### config.mk
export PLATFORM = sky130hd
export DESIGN_NAME = utf8_aware_byte_escaper_flat
export DESIGN_NICKNAME = d
export VERILOG_FILES = /design/src/rtl/ube_pkg.sv /design/src/rtl/ube_ifs.sv /design/src/rtl/ube_front.sv /design/src/rtl/ube_fifo.sv /design/src/rtl/ube_back.sv /design/src/rtl/utf8_aware_byte_escaper.sv /design/src/flat_wrapper.sv
export SDC_FILE = /design/constraint.sdc
export NUM_CORES = 1
export LEC_CHECK = 0
export BUFFER_PORTS_ARGS = -buffer_cell sky130_fd_sc_hd__buf_2
export CAP_MARGIN = 25
export CORE_MARGIN = 4
export CORE_UTILIZATION = 45
export CTS_CLUSTER_DIAMETER = 60
export DETAILED_ROUTE_END_ITERATION = 7
export PLACE_DENSITY = 0.64
export SLEW_MARGIN = 20
export SYNTH_ARGS = -nofsm -noshare
export SYNTH_HDL_FRONTEND = slang
export SYNTH_HIERARCHICAL = 1
export SYNTH_SLANG_ARGS = --single-unit
### constraint.sdc
create_clock -name clk -period 12.35 [get_ports clk]
set_input_delay 1.235 -clock clk [delete_from_list [all_inputs] [get_ports clk]]
set_output_delay 1.235 -clock clk [all_outputs]
set_load 0.02 [all_outputs]
### src/rtl/ube_pkg.sv
// Shared types, character codes and byte classification helpers for the UTF-8 aware escaper.
`default_nettype none

package ube_pkg;

	// Default depth of the queue between the classifier and the emitter.
	localparam int FIFO_DEPTH_DEF = 2;

	// Register address decode: bit 2 of paddr selects the register slot.
	localparam logic REG_HEX_UPPERCASE = 1'b0;

	// Byte ranges and masks used to classify input bytes.
	localparam logic [7:0] PRINT_LO   = 8'h20;
	localparam logic [7:0] PRINT_DEL  = 8'h7F;
	localparam logic [7:0] MASK_2B    = 8'hE0;
	localparam logic [7:0] LEAD_2B    = 8'hC0;
	localparam logic [7:0] MASK_3B    = 8'hF0;
	localparam logic [7:0] LEAD_3B    = 8'hE0;
	localparam logic [7:0] MASK_4B    = 8'hF8;
	localparam logic [7:0] LEAD_4B    = 8'hF0;
	localparam logic [7:0] MASK_CONT  = 8'hC0;
	localparam logic [7:0] CONT_BITS  = 8'h80;

	// Bytes with a short backslash escape.
	localparam logic [7:0] BYTE_LF  = 8'h0A;
	localparam logic [7:0] BYTE_TAB = 8'h09;
	localparam logic [7:0] BYTE_CR  = 8'h0D;
	localparam logic [7:0] BYTE_NUL = 8'h00;

	// Output characters.
	localparam logic [7:0] CH_BSLASH = 8'h5C;
	localparam logic [7:0] CH_N      = 8'h6E;
	localparam logic [7:0] CH_T      = 8'h74;
	localparam logic [7:0] CH_R      = 8'h72;
	localparam logic [7:0] CH_ZERO   = 8'h30;
	localparam logic [7:0] CH_X      = 8'h78;
	localparam logic [7:0] CH_UA     = 8'h41;
	localparam logic [7:0] CH_LA     = 8'h61;

	// How one decided byte leaves the block.
	typedef enum logic {
		KIND_PASS,
		KIND_ESC
	} kind_t;

	// One decided group of bytes, handed from the classifier to the emitter.
	typedef struct packed {
		logic [3:0][7:0] bytes;
		kind_t [3:0]     kinds;
		logic [2:0]      cnt;
		logic            end_flag;
	} job_t;

	// Total length of the sequence that a lead byte opens, or zero.
	function automatic logic [2:0] seq_len(input logic [7:0] c);
		logic [2:0] len;
		len = 3'd0;
		if ((c & MASK_2B) == LEAD_2B) begin
			len = 3'd2;
		end else if ((c & MASK_3B) == LEAD_3B) begin
			len = 3'd3;
		end else if ((c & MASK_4B) == LEAD_4B) begin
			len = 3'd4;
		end
		return len;
	endfunction

	function automatic logic is_cont(input logic [7:0] c);
		return (c & MASK_CONT) == CONT_BITS;
	endfunction

	function automatic logic is_print(input logic [7:0] c);
		return (c >= PRINT_LO) && (c < PRINT_DEL);
	endfunction

	// One hex digit in the selected case.
	function automatic logic [7:0] hex_digit(input logic [3:0] v, input logic upper);
		logic [7:0] ch;
		if (v < 4'd10) begin
			ch = CH_ZERO + {4'd0, v};
		end else begin
			ch = (upper ? CH_UA : CH_LA) + {4'd0, v} - 8'd10;
		end
		return ch;
	endfunction

endpackage

`default_nettype wire

### src/rtl/ube_ifs.sv
// Valid/ready channel interfaces for the input bytes and the output characters.
`default_nettype none

interface ube_in_if;
	logic       valid;
	logic       ready;
	logic [7:0] data_byte;
	logic       end_of_input;

	modport source (output valid, output data_byte, output end_of_input, input ready);
	modport sink   (input valid, input data_byte, input end_of_input, output ready);
endinterface

interface ube_out_if;
	logic       valid;
	logic       ready;
	logic [7:0] out_char;
	logic       run_last;
	logic       stream_last;

	modport source (output valid, output out_char, output run_last, output stream_last,
		input ready);
	modport sink   (input valid, input out_char, input run_last, input stream_last,
		output ready);
endinterface

`default_nettype wire

### src/rtl/ube_front.sv
// Classifier: joins held bytes with the new byte, decides them and keeps the undecided tail.
`default_nettype none

module ube_front import ube_pkg::*; (
	input  wire logic clk,
	input  wire logic arst_n,
	ube_in_if.sink    in_ch,
	output job_t      job,
	output logic      push,
	input  wire logic full
);

	logic [2:0][7:0] held_q;
	logic [1:0]      held_count_q;
	logic [3:0][7:0] win;
	logic [2:0]      n;
	logic [2:0]      ndec;
	kind_t [3:0]     kinds;
	logic            accept;
	logic [2:0][7:0] held_next;
	logic [1:0]      count_next;

	// A transaction is taken whenever the queue has room.
	assign in_ch.ready = !full;
	assign accept      = in_ch.valid && in_ch.ready;

	// Window of held bytes followed by the new byte.
	assign n = {1'b0, held_count_q} + 3'd1;
	always_comb begin
		for (int i = 0; i < 3; i++) begin
			if (3'(i) < {1'b0, held_count_q}) begin
				win[i] = held_q[i];
			end else if (3'(i) == {1'b0, held_count_q}) begin
				win[i] = in_ch.data_byte;
			end else begin
				win[i] = 8'd0;
			end
		end
		// The last position only ever takes the new byte, behind a full hold buffer.
		win[3] = (held_count_q == 2'd3) ? in_ch.data_byte : 8'd0;
	end

	// Decide each window position in order; stop at a sequence still waiting for bytes.
	always_comb begin
		logic [1:0] skip;
		logic       stop;
		logic       ok;
		logic [1:0] need;
		logic [2:0] avail;
		logic [6:0] cont_ext;
		skip     = 2'd0;
		stop     = 1'b0;
		ok       = 1'b1;
		need     = 2'd0;
		avail    = 3'd0;
		ndec     = n;
		cont_ext = 7'd0;
		for (int i = 0; i < 4; i++) begin
			cont_ext[i] = is_cont(win[i]);
		end
		for (int i = 0; i < 4; i++) begin
			kinds[i] = KIND_PASS;
			if ((3'(i) < n) && !stop) begin
				if (skip != 2'd0) begin
					skip = skip - 2'd1;
				end else if (is_print(win[i])) begin
					kinds[i] = KIND_PASS;
				end else if (seq_len(win[i]) != 3'd0) begin
					need  = 2'(seq_len(win[i]) - 3'd1);
					avail = n - 3'(i) - 3'd1;
					ok    = 1'b1;
					for (int j = 1; j < 4; j++) begin
						if ((2'(j) <= need) && (3'(j) <= avail) && !cont_ext[i + j]) begin
							ok = 1'b0;
						end
					end
					if (!ok) begin
						kinds[i] = KIND_ESC;
					end else if (avail >= {1'b0, need}) begin
						skip = need;
					end else if (in_ch.end_of_input) begin
						kinds[i] = KIND_ESC;
					end else begin
						stop = 1'b1;
						ndec = 3'(i);
					end
				end else begin
					kinds[i] = KIND_ESC;
				end
			end
		end
	end

	// Undecided tail moves to the front of the hold buffer.
	assign count_next = 2'(n - ndec);
	always_comb begin
		logic [2:0] idx;
		for (int k = 0; k < 3; k++) begin
			idx = ndec + 3'(k);
			if (2'(k) < count_next) begin
				held_next[k] = win[idx[1:0]];
			end else begin
				held_next[k] = 8'd0;
			end
		end
	end

	// Groups with no decided byte cause no output and are not queued.
	assign push         = accept && (ndec != 3'd0);
	assign job.bytes    = win;
	assign job.kinds    = kinds;
	assign job.cnt      = ndec;
	assign job.end_flag = in_ch.end_of_input;

	// Hold buffer.
	always_ff @(posedge clk or negedge arst_n) begin
		if (!arst_n) begin
			held_q       <= '0;
			held_count_q <= 2'd0;
		end else if (accept) begin
			held_q       <= held_next;
			held_count_q <= count_next;
		end
	end

	// Only an open lead byte can head the hold buffer.
	assert property (@(posedge clk) disable iff (!arst_n)
		(held_count_q != 2'd0) |-> (seq_len(held_q[0]) != 3'd0))
		else $error("hold buffer does not start with a lead byte");

	// The end of the stream leaves nothing held.
	assert property (@(posedge clk) disable iff (!arst_n)
		(accept && in_ch.end_of_input) |=> (held_count_q == 2'd0))
		else $error("bytes still held after end of stream");

endmodule

`default_nettype wire

### src/rtl/ube_fifo.sv
// Short register queue that decouples the classifier from the emitter.
`default_nettype none

module ube_fifo import ube_pkg::*; #(
	parameter int DEPTH = FIFO_DEPTH_DEF
) (
	input  wire logic clk,
	input  wire logic arst_n,
	input  wire logic push,
	input  wire job_t wdata,
	input  wire logic pop,
	output job_t      rdata,
	output logic      full,
	output logic      empty
);

	localparam int PTR_W = (DEPTH > 1) ? $clog2(DEPTH) : 1;
	localparam int CNT_W = $clog2(DEPTH + 1);

	job_t             mem_q [DEPTH];
	logic [PTR_W-1:0] wr_ptr_q;
	logic [PTR_W-1:0] rd_ptr_q;
	logic [CNT_W-1:0] count_q;

	function automatic logic [PTR_W-1:0] ptr_inc(input logic [PTR_W-1:0] p);
		return (p == PTR_W'(DEPTH - 1)) ? '0 : p + PTR_W'(1);
	endfunction

	assign full  = (count_q == CNT_W'(DEPTH));
	assign empty = (count_q == '0);
	assign rdata = mem_q[rd_ptr_q];

	// Entry storage.
	always_ff @(posedge clk) begin
		if (push) begin
			mem_q[wr_ptr_q] <= wdata;
		end
	end

	// Pointers and fill count.
	always_ff @(posedge clk or negedge arst_n) begin
		if (!arst_n) begin
			wr_ptr_q <= '0;
			rd_ptr_q <= '0;
			count_q  <= '0;
		end else begin
			if (push) begin
				wr_ptr_q <= ptr_inc(wr_ptr_q);
			end
			if (pop) begin
				rd_ptr_q <= ptr_inc(rd_ptr_q);
			end
			if (push && !pop) begin
				count_q <= count_q + CNT_W'(1);
			end else if (pop && !push) begin
				count_q <= count_q - CNT_W'(1);
			end
		end
	end

	// Neither side may overrun the queue.
	assert property (@(posedge clk) disable iff (!arst_n)
		push |-> !full)
		else $error("queue overrun");

	assert property (@(posedge clk) disable iff (!arst_n)
		pop |-> !empty)
		else $error("queue underrun");

endmodule

`default_nettype wire

### src/rtl/ube_back.sv
// Emitter: turns queued byte groups into output characters, one character per cycle while the output is ready.
`default_nettype none

module ube_back import ube_pkg::*; (
	input  wire logic clk,
	input  wire logic arst_n,
	input  wire job_t job,
	input  wire logic empty,
	output logic      pop,
	input  wire logic hex_upper,
	ube_out_if.source out_ch
);

	logic [1:0] bi_q;
	logic [1:0] ci_q;
	logic       out_valid_q;
	logic [7:0] out_char_q;
	logic       run_last_q;
	logic       stream_last_q;

	logic [7:0] cur;
	logic       special;
	logic [1:0] lastc;
	logic [7:0] ch;
	logic       byte_done;
	logic       job_done;
	logic       advance;

	assign cur = job.bytes[bi_q];

	// Character for the current byte and position within its escape.
	always_comb begin
		special = cur inside {BYTE_LF, BYTE_TAB, BYTE_CR, BYTE_NUL};
		if (job.kinds[bi_q] == KIND_PASS) begin
			lastc = 2'd0;
			ch    = cur;
		end else begin
			lastc = special ? 2'd1 : 2'd3;
			case (ci_q)
				2'd0: ch = CH_BSLASH;
				2'd1: begin
					if (!special) begin
						ch = CH_X;
					end else begin
						case (cur)
							BYTE_LF:  ch = CH_N;
							BYTE_TAB: ch = CH_T;
							BYTE_CR:  ch = CH_R;
							default:  ch = CH_ZERO;
						endcase
					end
				end
				2'd2:    ch = hex_digit(cur[7:4], hex_upper);
				default: ch = hex_digit(cur[3:0], hex_upper);
			endcase
		end
	end

	assign byte_done = (ci_q == lastc);
	assign job_done  = byte_done && ({1'b0, bi_q} == job.cnt - 3'd1);
	assign advance   = !empty && (!out_valid_q || out_ch.ready);
	assign pop       = advance && job_done;

	// Position counters within the queued group.
	always_ff @(posedge clk or negedge arst_n) begin
		if (!arst_n) begin
			bi_q <= 2'd0;
			ci_q <= 2'd0;
		end else if (advance) begin
			ci_q <= byte_done ? 2'd0 : ci_q + 2'd1;
			if (job_done) begin
				bi_q <= 2'd0;
			end else if (byte_done) begin
				bi_q <= bi_q + 2'd1;
			end
		end
	end

	// Output register.
	always_ff @(posedge clk or negedge arst_n) begin
		if (!arst_n) begin
			out_valid_q <= 1'b0;
		end else if (advance) begin
			out_valid_q <= 1'b1;
		end else if (out_ch.ready) begin
			out_valid_q <= 1'b0;
		end
	end

	always_ff @(posedge clk) begin
		if (advance) begin
			out_char_q    <= ch;
			run_last_q    <= job_done;
			stream_last_q <= job_done && job.end_flag;
		end
	end

	assign out_ch.valid       = out_valid_q;
	assign out_ch.out_char    = out_char_q;
	assign out_ch.run_last    = run_last_q;
	assign out_ch.stream_last = stream_last_q;

	// Retiring a queued group always marks the character it sends as the last of its run.
	assert property (@(posedge clk) disable iff (!arst_n)
		pop |=> (out_valid_q && run_last_q))
		else $error("group retired without a run-last character");

endmodule

`default_nettype wire

### src/rtl/utf8_aware_byte_escaper.sv
// Top level of the UTF-8 aware byte escaper: configuration register, classifier, queue, emitter.
//
//  Channel  | Role   | Payload                              | Transfer
//  ---------+--------+--------------------------------------+-------------------------------
//  in_ch    | sink   | data_byte[7:0], end_of_input         | valid && ready
//  out_ch   | source | out_char[7:0], run_last, stream_last | valid && ready
//  APB      | slave  | hex_uppercase at byte address 0      | psel && penable && pwrite
//
// The classifier decides a byte in the cycle of its transaction or holds it while its sequence
// waits; the emitter sends one character per cycle while the output is ready (four for a hex
// escape, two for a short escape, one per passed byte) from its single output character register.
// Reset is asynchronous and active low; it empties the hold buffer and the queue.
// Input stalls only when the queue is full; output stalls hold the output register.
`default_nettype none

module utf8_aware_byte_escaper import ube_pkg::*; #(
	parameter int FIFO_DEPTH = FIFO_DEPTH_DEF
) (
	input  wire logic        clk,
	input  wire logic        arst_n,
	ube_in_if.sink           in_ch,
	ube_out_if.source        out_ch,
	input  wire logic        psel,
	input  wire logic        penable,
	input  wire logic        pwrite,
	input  wire logic [2:0]  paddr,
	input  wire logic [31:0] pwdata,
	output logic [31:0]      prdata,
	output logic             pready
);

	logic hex_upper_q;
	job_t push_job;
	job_t head_job;
	logic push;
	logic pop;
	logic full;
	logic empty;

	// Configuration register.
	assign pready = 1'b1;
	always_ff @(posedge clk or negedge arst_n) begin
		if (!arst_n) begin
			hex_upper_q <= 1'b0;
		end else if (psel && penable && pwrite && pready && (paddr[2] == REG_HEX_UPPERCASE)) begin
			hex_upper_q <= pwdata[0];
		end
	end

	// Register read back; the low address bits are ignored.
	assign prdata = (paddr[2] == REG_HEX_UPPERCASE) ? {31'd0, hex_upper_q} : 32'd0;

	ube_front u_front (
		.clk    (clk),
		.arst_n (arst_n),
		.in_ch  (in_ch),
		.job    (push_job),
		.push   (push),
		.full   (full)
	);

	ube_fifo #(
		.DEPTH (FIFO_DEPTH)
	) u_fifo (
		.clk    (clk),
		.arst_n (arst_n),
		.push   (push),
		.wdata  (push_job),
		.pop    (pop),
		.rdata  (head_job),
		.full   (full),
		.empty  (empty)
	);

	ube_back u_back (
		.clk       (clk),
		.arst_n    (arst_n),
		.job       (head_job),
		.empty     (empty),
		.pop       (pop),
		.hex_upper (hex_upper_q),
		.out_ch    (out_ch)
	);

endmodule

`default_nettype wire
### src/flat_wrapper.sv
// flat-port wrapper written by rule: the top's interface ports become plain ports
module utf8_aware_byte_escaper_flat import ube_pkg::*;
#(
	parameter int FIFO_DEPTH = FIFO_DEPTH_DEF
)
  (clk, arst_n, psel, penable, pwrite, paddr, pwdata, prdata, pready, in_ch_valid, in_ch_data_byte, in_ch_end_of_input, in_ch_ready, out_ch_valid, out_ch_out_char, out_ch_run_last, out_ch_stream_last, out_ch_ready);
  ube_in_if in_ch_i ();
  ube_out_if out_ch_i ();
  input  wire logic clk;
  input  wire logic arst_n;
  input  wire logic psel;
  input  wire logic penable;
  input  wire logic pwrite;
  input  wire logic [2:0] paddr;
  input  wire logic [31:0] pwdata;
  output logic [31:0] prdata;
  output logic pready;
  input wire logic [$bits(in_ch_i.valid)-1:0] in_ch_valid;
  input wire logic [$bits(in_ch_i.data_byte)-1:0] in_ch_data_byte;
  input wire logic [$bits(in_ch_i.end_of_input)-1:0] in_ch_end_of_input;
  output wire logic [$bits(in_ch_i.ready)-1:0] in_ch_ready;
  output wire logic [$bits(out_ch_i.valid)-1:0] out_ch_valid;
  output wire logic [$bits(out_ch_i.out_char)-1:0] out_ch_out_char;
  output wire logic [$bits(out_ch_i.run_last)-1:0] out_ch_run_last;
  output wire logic [$bits(out_ch_i.stream_last)-1:0] out_ch_stream_last;
  input wire logic [$bits(out_ch_i.ready)-1:0] out_ch_ready;
  assign in_ch_i.valid = in_ch_valid;
  assign in_ch_i.data_byte = in_ch_data_byte;
  assign in_ch_i.end_of_input = in_ch_end_of_input;
  assign in_ch_ready = in_ch_i.ready;
  assign out_ch_valid = out_ch_i.valid;
  assign out_ch_out_char = out_ch_i.out_char;
  assign out_ch_run_last = out_ch_i.run_last;
  assign out_ch_stream_last = out_ch_i.stream_last;
  assign out_ch_i.ready = out_ch_ready;
  utf8_aware_byte_escaper #(.FIFO_DEPTH(FIFO_DEPTH)) u_core (.clk(clk), .arst_n(arst_n), .in_ch(in_ch_i), .out_ch(out_ch_i), .psel(psel), .penable(penable), .pwrite(pwrite), .paddr(paddr), .pwdata(pwdata), .prdata(prdata), .pready(pready));
endmodule
==> qor.txt, run 1 <==
Length in cells of the worst reg-to-reg path - 18
Tightest Hold Check Type - reg -> reg
Post-route non-filler standard cell count - 1058
LEAKAGE - 3.83 nW
Kind of start point of the critical path - register
Endpoint kind of the worst setup timing path - register
Post-synth cell types - 89
Share of the clock period used by the worst path after layout - 59.0%
Data required time of the critical path - 12430 ps
Post-route antenna net violation count - 0
Antenna diodes - 0
Internal Power - 1.57 mW
Depth of the worst hold-timing path - 1
Register area share after synthesis - 42.3%
Summed instance area of the synthesized netlist - 8520 um^2
Number of storage elements in the synthesis netlist - 126
Height of the chip - 146 um
Status - finished clean
Most used flip-flop cell after synthesis - sky130_fd_sc_hd__edfxtp_1
RSZ-0062 raised after global routing - no
Yosys top cell area share - 31.7%
Initial antenna violation count - 0
Number of I/O port buffers - 30
Clock-pin slew on the worst setup and hold paths - 50 ps
Number of H-tree levels - 4
Global route total overflow - 0
Global placement routability congestion - 0.957
Wire per inst - 20.3 um
Initial core utilization - 45.7%
Worst-case clock skew - 9.37 ps
Count of hold buffers inserted by post-cts repair - 0
FF-to-FF setup slack - 5060 ps
Number of pins with negative max-slew slack in the final report - 0
Final setup vio count - 0
Horizontal extent of the die - 146 um
Gate Count Post-Synth - 794
Reg2Reg Capture Point - u_core/u_fifo/mem_q[0][16]$_DFFE_PP_
Sequential group share of total power - 28.2%
Number of enable-type register cells in the synthesized netlist - 90
Global router's overall resource usage - 19.9%
Core box area - 18600 um^2
Fraction of final layout cells with drive strength greater than 1 - 18.1%
Startpoint of the lowest-slack register-to-register path - u_core/u_front/held_count_q[1]$_DFFE_PN0P_
Drt first-iter violations - 585
Number of DRC violations after detailed routing - 0
Count of final hold-check violations - 0
Clock root cell - sky130_fd_sc_hd__clkbuf_16
Fraction of registers with async set/reset - 28.6%
Global-route wire length before repair - 32.9 mm
Via count - 6312
Clock network latency to the later pin of the worst-skew pair - 420 ps
Power density over cell area - 296 nW/um^2
Worst-Margin Slew - 974 ps
Detailed-routing iteration count for the pre-antenna-repair pass - 6
Critical path arrival - 7370 ps
Combinational power share - 53.9%
Post-detailed-route via-to-cell ratio - 5.97
Minimum clock period - 7290 ps
Post-CTS setup repair buffer count - 0
Boundary Pins - 96
Total CTS buffers - 17
Number of clock sinks seen by CTS - 126
Worst setup path class - reg -> reg
Slew margin rel. - 34.8%
Largest cells by area after synthesis - sky130_fd_sc_hd__edfxtp_1 32%, sky130_fd_sc_hd__dfrtp_1 11%, sky130_fd_sc_hd__mux2_4 7.1%, sky130_fd_sc_hd__nand2_1 4.1%, sky130_fd_sc_hd__ha_1 4.1%
Floorplan row count - 50
CTS tree - yes
Post-layout net count - 890
Number of buffers between clock root and the deepest sink - 2
Fin Setup TNS - 0 ps
Post-synthesis to final-layout area growth - 8.86%
Number of warnings reported in the yosys synthesis log - 6
Pin count of the biggest net entering global routing - 42
Total half-perimeter wirelength after legalization and detailed placement - 14.9 mm
Switching pwr - 1.18 mW
Highest clock frequency the design can meet - 0.137 GHz
Startpoint of the most critical hold path - u_core/u_fifo/count_q[1]$_DFFE_PN0P_
Placed Cells - 1024
Post-synthesis area per instance - 10.7 um^2
Vias in the first global route - 5827
Switching share of power - 42.9%
WL final - 21.5 mm
Cell type with the highest aggregate area in the netlist - sky130_fd_sc_hd__edfxtp_1
Share of power burned in the clock network - 17.9%
Maximum net fanout on the critical path - 30
Number of maximum-capacitance violations - 0
Number of resized instances in the post-cts repair step - 0
Die footprint - 21200 um^2
Sink of the worst hold path - u_core/u_fifo/count_q[1]$_DFFE_PN0P_
Worst IR drop on VDD - 131 uV
-- cells in the mapped netlist (5+ instances only) --
master	instances
sky130_fd_sc_hd__ha_1	28
sky130_fd_sc_hd__and2_1	6
sky130_fd_sc_hd__edfxtp_1	90
sky130_fd_sc_hd__a31oi_1	6
sky130_fd_sc_hd__mux2i_1	27
sky130_fd_sc_hd__or2_2	6
sky130_fd_sc_hd__a22oi_1	6
sky130_fd_sc_hd__o21a_1	9
sky130_fd_sc_hd__nor2_1	32
sky130_fd_sc_hd__a21o_1	8
sky130_fd_sc_hd__clkbuf_1	20
sky130_fd_sc_hd__nand2b_1	11
sky130_fd_sc_hd__o211ai_1	17
sky130_fd_sc_hd__or3_1	6
sky130_fd_sc_hd__nand2_1	94
sky130_fd_sc_hd__nor3_1	17
sky130_fd_sc_hd__nand4_1	8
sky130_fd_sc_hd__dfrtp_1	36
sky130_fd_sc_hd__mux4_2	5
sky130_fd_sc_hd__o221ai_1	5
sky130_fd_sc_hd__xor2_1	7
sky130_fd_sc_hd__o22ai_1	7
sky130_fd_sc_hd__a21oi_1	22
sky130_fd_sc_hd__inv_1	42
sky130_fd_sc_hd__mux2_2	8
sky130_fd_sc_hd__nor2b_1	9
sky130_fd_sc_hd__nand3_1	21
sky130_fd_sc_hd__a22o_1	15
sky130_fd_sc_hd__o21ai_0	31
sky130_fd_sc_hd__xnor2_1	6
sky130_fd_sc_hd__mux2_4	40
sky130_fd_sc_hd__nand3b_1	6
sky130_fd_sc_hd__a32o_1	6
sky130_fd_sc_hd__buf_2	7
sky130_fd_sc_hd__buf_4	35
-- cells by family after synthesis --
logic type	share of synthesized area, %
AO/OA/AOI/OAI	15.5
buffers and inverters	7.80
multiplexers	14.0
flip-flops	42.3
adder cells (fa/ha/maj)	4.11
AND/OR/NAND/NOR	14.9
other	0.0882
XOR/XNOR	1.34
-- worst max-delay path by stage --
| stage | cells after the start | slack [ps] | start | end |
|---|---|---|---|---|
| after detailed placement | 18 | 5110 | u_core/u_front/held_count_q[1]$_DFFE_PN0P_ | u_core/u_fifo/mem_q[0][6]$_DFFE_PP_ |
| after global routing | 18 | 4590 | u_core/u_front/held_count_q[1]$_DFFE_PN0P_ | u_core/u_fifo/mem_q[0][6]$_DFFE_PP_ |
| final | 18 | 5060 | u_core/u_front/held_count_q[1]$_DFFE_PN0P_ | u_core/u_fifo/mem_q[0][16]$_DFFE_PP_ |
| after global placement | 18 | 5220 | u_core/u_front/held_count_q[1]$_DFFE_PN0P_ | u_core/u_fifo/mem_q[0][4]$_DFFE_PP_ |
| after floorplan | 20 | 5400 | u_core/u_front/held_count_q[1]$_DFFE_PN0P_ | u_core/u_fifo/mem_q[0][0]$_DFFE_PP_ |
| after CTS | 18 | 5070 | u_core/u_front/held_count_q[1]$_DFFE_PN0P_ | u_core/u_fifo/mem_q[0][16]$_DFFE_PP_ |
-- cells in the final DEF (no fill, tap or decap), types with 9 or more instances in the layout --
master / n
sky130_fd_sc_hd__nand2_1: 94
sky130_fd_sc_hd__edfxtp_1: 90
sky130_fd_sc_hd__inv_1: 42
sky130_fd_sc_hd__mux2_4: 40
sky130_fd_sc_hd__dfrtp_1: 35
sky130_fd_sc_hd__conb_1: 32
sky130_fd_sc_hd__nor2_1: 32
sky130_fd_sc_hd__o21ai_0: 31
sky130_fd_sc_hd__buf_2: 30
sky130_fd_sc_hd__ha_1: 28
sky130_fd_sc_hd__mux2i_1: 27
sky130_fd_sc_hd__a21oi_1: 22
sky130_fd_sc_hd__nand3_1: 21
sky130_fd_sc_hd__clkbuf_16: 17
sky130_fd_sc_hd__nor3_1: 17
sky130_fd_sc_hd__o211ai_1: 17
sky130_fd_sc_hd__a22o_1: 15
sky130_fd_sc_hd__nand2b_1: 11
sky130_fd_sc_hd__o21a_1: 9
-- final cells by class --
cell class	count	area, um^2
clock buffer	20	437
clock inverter	12	146
fill	1694	9370
inverter	43	163
multi-input combinational	584	4370
sequential	126	3600
tap	234	293
timing repair buffer	39	258
-- metal layers --
| layer | wire length [um] | share of wire [%] | vias up | global-route usage [%] |
|---|---|---|---|---|
| met5 | 0 | 0 | - | 0 |
| met4 | 671 | 3.1 | 0 | 8.07 |
| met3 | 1770 | 8.2 | 55 | 5.11 |
| met2 | 10000 | 46 | 304 | 31.3 |
| met1 | 9070 | 42 | 3020 | 26.5 |
| li1 | - | - | 2933 | - |
-- critical path, cell delays in order, from the launching register on --
cell and delay (ps):
sky130_fd_sc_hd__dfrtp_1 720, sky130_fd_sc_hd__inv_1 390, sky130_fd_sc_hd__ha_1 850, sky130_fd_sc_hd__and3b_1 260, sky130_fd_sc_hd__a31oi_1 430, sky130_fd_sc_hd__a21o_1 220, sky130_fd_sc_hd__ha_1 250, sky130_fd_sc_hd__nand2b_1 160
sky130_fd_sc_hd__a21oi_1 240, sky130_fd_sc_hd__nor4b_1 340, sky130_fd_sc_hd__a21oi_1 240, sky130_fd_sc_hd__a21boi_2 250, sky130_fd_sc_hd__a31oi_2 200, sky130_fd_sc_hd__nand3_2 210, sky130_fd_sc_hd__o21ai_4 430, sky130_fd_sc_hd__nand2_4 190
sky130_fd_sc_hd__a41oi_1 530, sky130_fd_sc_hd__nor2b_4 580, sky130_fd_sc_hd__buf_4 420
-- power groups by stage --
stage / Combinational (mW) / Clock [mW] / Sequential [mW]
after floorplan: 1.16 / 0 / 0.756
after global placement: 1.44 / 0 / 0.778
after detailed placement: 1.45 / 0 / 0.782
after CTS: 1.46 / 0.502 / 0.776
after global routing: 1.61 / 0.524 / 0.791
final: 1.48 / 0.492 / 0.775
-- state kept, by name, summed over array words and instances, names as in the netlist --
| signal | cells |
|---|---|
| u_core/u_fifo/rd_ptr_q | 1 |
| u_core/hex_upper_q | 1 |
| u_core/u_fifo/mem_q | 80 |
| u_core/u_back/bi_q | 2 |
| u_core/u_front/held_q | 24 |
| u_core/u_fifo/count_q | 2 |
| u_core/u_back/out_ch.run_last | 1 |
| u_core/u_back/ci_q | 2 |
| u_core/u_front/held_count_q | 2 |
| u_core/u_back/out_ch.out_char | 8 |
| u_core/u_fifo/wr_ptr_q | 1 |
| u_core/u_back/out_ch.stream_last | 1 |
| u_core/u_back/out_ch.valid | 1 |
-- through the flow --
step / power (mW) / area [um^2] / worst slack (ps) / hold WS [ps] / util, %
2_1_floorplan: 1.91 / 8630 / 5400 / 455 / -
3_3_place_gp: 2.22 / 8630 / 5220 / 474 / 46.3
3_5_place_dp: 2.24 / 8630 / 5110 / 490 / 46.3
4_1_cts: 2.73 / 9220 / 5070 / 501 / 49.4
5_1_grt: 2.92 / 9270 / 4590 / 516 / 49.7
6_report: 2.75 / 9270 / 5060 / 487 / 49.7
Note: power is estimated with default switching activity, not from simulation.
==> inputs of run 2 (changes only) <==
Clock period 12.35 ns to 7.2 ns, I/O delays scaled along.
==> run 2 against run 1 <==
Net effect:
- worst hold slack got worse by 250 ps
- first-iteration DRC count rose by 3.4%
- maximum frequency rose by 13%
- critical endpoint is now u_core/u_front/held_q[18]$_DFFE_PN0P_
==> qor.txt, run 2 (synthesis results as in run 1) <==
Status - finished clean
Wire per inst - 20.5 um (+0.80%)
Number of DRC violations after detailed routing - 0 (unchanged)
Worst setup path class - reg -> reg
Switching pwr - 2.03 mW (+72%)
Kind of start point of the critical path - register
Clock root cell - sky130_fd_sc_hd__clkbuf_16
Post-route non-filler standard cell count - 1065 (+0.66%)
Number of maximum-capacitance violations - 0 (unchanged)
RSZ-0062 raised after global routing - no
Total CTS buffers - 17 (unchanged)
Post-CTS setup repair buffer count - 0 (unchanged)
Post-layout net count - 897 (+0.79%)
Drt first-iter violations - 605 (+3.4%)
Number of pins with negative max-slew slack in the final report - 0 (unchanged)
Worst-Margin Slew - 865 ps (-109 ps)
Via count - 6450 (+2.2%)
Floorplan row count - 50 (unchanged)
Final worst-path setup slack - 725 ps (-4340 ps)
FF-to-FF setup slack - 730 ps (-4340 ps)
Post-detailed-route via-to-cell ratio - 6.06 (+1.5%)
Final setup vio count - 0 (unchanged)
Core utilization of the finished layout - 50.0% (+0.27 points)
Number of resized instances in the post-cts repair step - 0 (unchanged)
Maximum net fanout on the critical path - 19 (-37%)
Fraction of final layout cells with drive strength greater than 1 - 18.9% (+0.81 points)
Post-route cell area - 9320 um^2 (+0.54%)
Die footprint - 21200 um^2 (unchanged)
Worst IR drop on VDD - 213 uV (+63%)
Share of power burned in the clock network - 17.8% (about the same)
Internal Power - 2.71 mW (+73%)
Number of H-tree levels - 4 (unchanged)
Global route total overflow - 0 (unchanged)
Initial core utilization - 45.7% (unchanged)
Count of hold buffers inserted by post-cts repair - 0 (unchanged)
Global router's overall resource usage - 20.7% (+0.80 points)
Tightest Hold Check Type - in -> async
Initial antenna violation count - 0 (unchanged)
Clock-pin slew on the worst setup and hold paths - 60 ps (about the same)
Number of clock sinks seen by CTS - 126 (unchanged)
Startpoint of the lowest-slack register-to-register path - u_core/u_front/held_count_q[1]$_DFFE_PN0P_
Timing startpoint of the critical path - u_core/u_front/held_count_q[1]$_DFFE_PN0P_
Leading cell type in the layout, fill and taps excluded - sky130_fd_sc_hd__nand2_1
CTS tree - yes
Post-synthesis to final-layout area growth - 9.44%
Data required time of the critical path - 7520 ps (-4910 ps)
Highest clock frequency the design can meet - 0.154 GHz (+13%)
Antenna diodes - 0 (unchanged)
Fin Setup TNS - 0 ps (unchanged)
Vias in the first global route - 6144 (+5.4%)
Max FFs per register - 80 (unchanged)
Combinational power share - 54.0% (about the same)
Global-route wire length before repair - 34.5 mm (+4.7%)
Critical path arrival - 6800 ps (-570 ps)
Placed Cells - 1032 (+0.78%)
Core box area - 18600 um^2 (unchanged)
Biggest register - u_core/u_fifo/mem_q
Reg2Reg Capture Point - u_core/u_front/held_q[18]$_DFFE_PN0P_
Boundary Pins - 96 (unchanged)
Switching share of power - 42.9% (about the same)
Clock network latency to the later pin of the worst-skew pair - 410 ps (about the same)
Endpoint kind of the worst setup timing path - register
Most frequent cells in the layout - 94 x sky130_fd_sc_hd__nand2_1, 90 x sky130_fd_sc_hd__edfxtp_1, 42 x sky130_fd_sc_hd__inv_1, 40 x sky130_fd_sc_hd__mux2_4, 35 x sky130_fd_sc_hd__dfrtp_1
LEAKAGE - 3.86 nW (+0.68%)
Horizontal extent of the die - 146 um (unchanged)
Power density over cell area - 508 nW/um^2 (+72%)
Count of final hold-check violations - 0 (unchanged)
Total power - 4.74 mW (+73%)
Total half-perimeter wirelength after legalization and detailed placement - 15.2 mm (+2.4%)
Detailed-routing iteration count for the pre-antenna-repair pass - 5 (-1)
Worst slack at placement - 901 ps (-4210 ps)
Length in cells of the worst reg-to-reg path - 22 (+4)
Slew margin rel. - 40.8% (+6.0 points)
Minimum clock period - 6470 ps (-815 ps)
Share of the clock period used by the worst path after layout - 89.9% (+31 points)
Height of the chip - 146 um (unchanged)
WL final - 21.8 mm (+1.5%)
Post-route antenna net violation count - 0 (unchanged)
Critical Path Sink - u_core/u_front/held_q[18]$_DFFE_PN0P_
Pin count of the biggest net entering global routing - 41 (-2.4%)
Number of buffers between clock root and the deepest sink - 2 (unchanged)
Hold slack final - 241 ps (-246 ps)
Sequential group share of total power - 28.2% (about the same)
Number of I/O port buffers - 30 (unchanged)
Global placement routability congestion - 0.921 (-3.8%)
Worst-case clock skew - 6.00 ps (-3.38 ps)
Cell Area, Placed - 8710 um^2 (+0.84%)
## run 2: how the worst min path moves through the flow
stage / from / end / cells past startpoint
final: arst_n / u_core/u_front/held_count_q[1]$_DFFE_PN0P_ / 1
after global routing: arst_n / u_core/u_front/held_count_q[1]$_DFFE_PN0P_ / 1
after CTS: arst_n / u_core/u_front/held_count_q[1]$_DFFE_PN0P_ / 1
after detailed placement: u_core/u_fifo/count_q[1]$_DFFE_PN0P_ / u_core/u_fifo/count_q[1]$_DFFE_PN0P_ / 1
after global placement: u_core/u_fifo/count_q[1]$_DFFE_PN0P_ / u_core/u_fifo/count_q[1]$_DFFE_PN0P_ / 1
after floorplan: arst_n / u_core/hex_upper_q$_DFFE_PN0P_ / 0
## run 2: critical path: stages, from the launching register on
cell,delay (ps)
sky130_fd_sc_hd__dfrtp_1,370
sky130_fd_sc_hd__inv_1,240
sky130_fd_sc_hd__ha_1,750
sky130_fd_sc_hd__and3b_1,260
sky130_fd_sc_hd__a31oi_1,400
sky130_fd_sc_hd__a21o_1,240
sky130_fd_sc_hd__ha_1,250
sky130_fd_sc_hd__nand2b_1,160
sky130_fd_sc_hd__a21oi_1,240
sky130_fd_sc_hd__nor4b_1,370
sky130_fd_sc_hd__a21o_1,220
sky130_fd_sc_hd__a21o_1,130
sky130_fd_sc_hd__mux2i_1,290
sky130_fd_sc_hd__nand3_2,250
sky130_fd_sc_hd__o21ai_4,390
sky130_fd_sc_hd__nand2_4,180
sky130_fd_sc_hd__inv_1,90
sky130_fd_sc_hd__ha_1,150
sky130_fd_sc_hd__xnor2_1,120
sky130_fd_sc_hd__a211o_1,360
sky130_fd_sc_hd__nor3_2,580
sky130_fd_sc_hd__o211ai_1,200
sky130_fd_sc_hd__o211ai_1,140
## run 2: power by group through the flow
| stage | logic, mW | registers, mW | clock network [mW] |
|---|---|---|---|
| 5_1_grt | 2.79 | 1.37 | 0.902 |
| 4_1_cts | 2.53 | 1.33 | 0.866 |
| 6_report | 2.56 | 1.34 | 0.845 |
| 2_1_floorplan | 1.98 | 1.30 | 0 |
| 3_5_place_dp | 2.52 | 1.34 | 0 |
| 3_3_place_gp | 2.50 | 1.34 | 0 |
## run 2: cell type report
cell class,count,area [um^2]
clock buffers,22,484
clock inverters,10,111
fillers,1708,9320
inverters,43,163
multi-input cells,584,4370
flip-flops and latches,126,3600
well taps,234,293
repair buffers,46,295
## run 2: metal layers
layer | share of wire (%) | track usage, %
met5 | 0 | 0
met1 | 41 | 26.9
met4 | 3.1 | 9.69
met2 | 48 | 32.8
met3 | 8.1 | 5.11
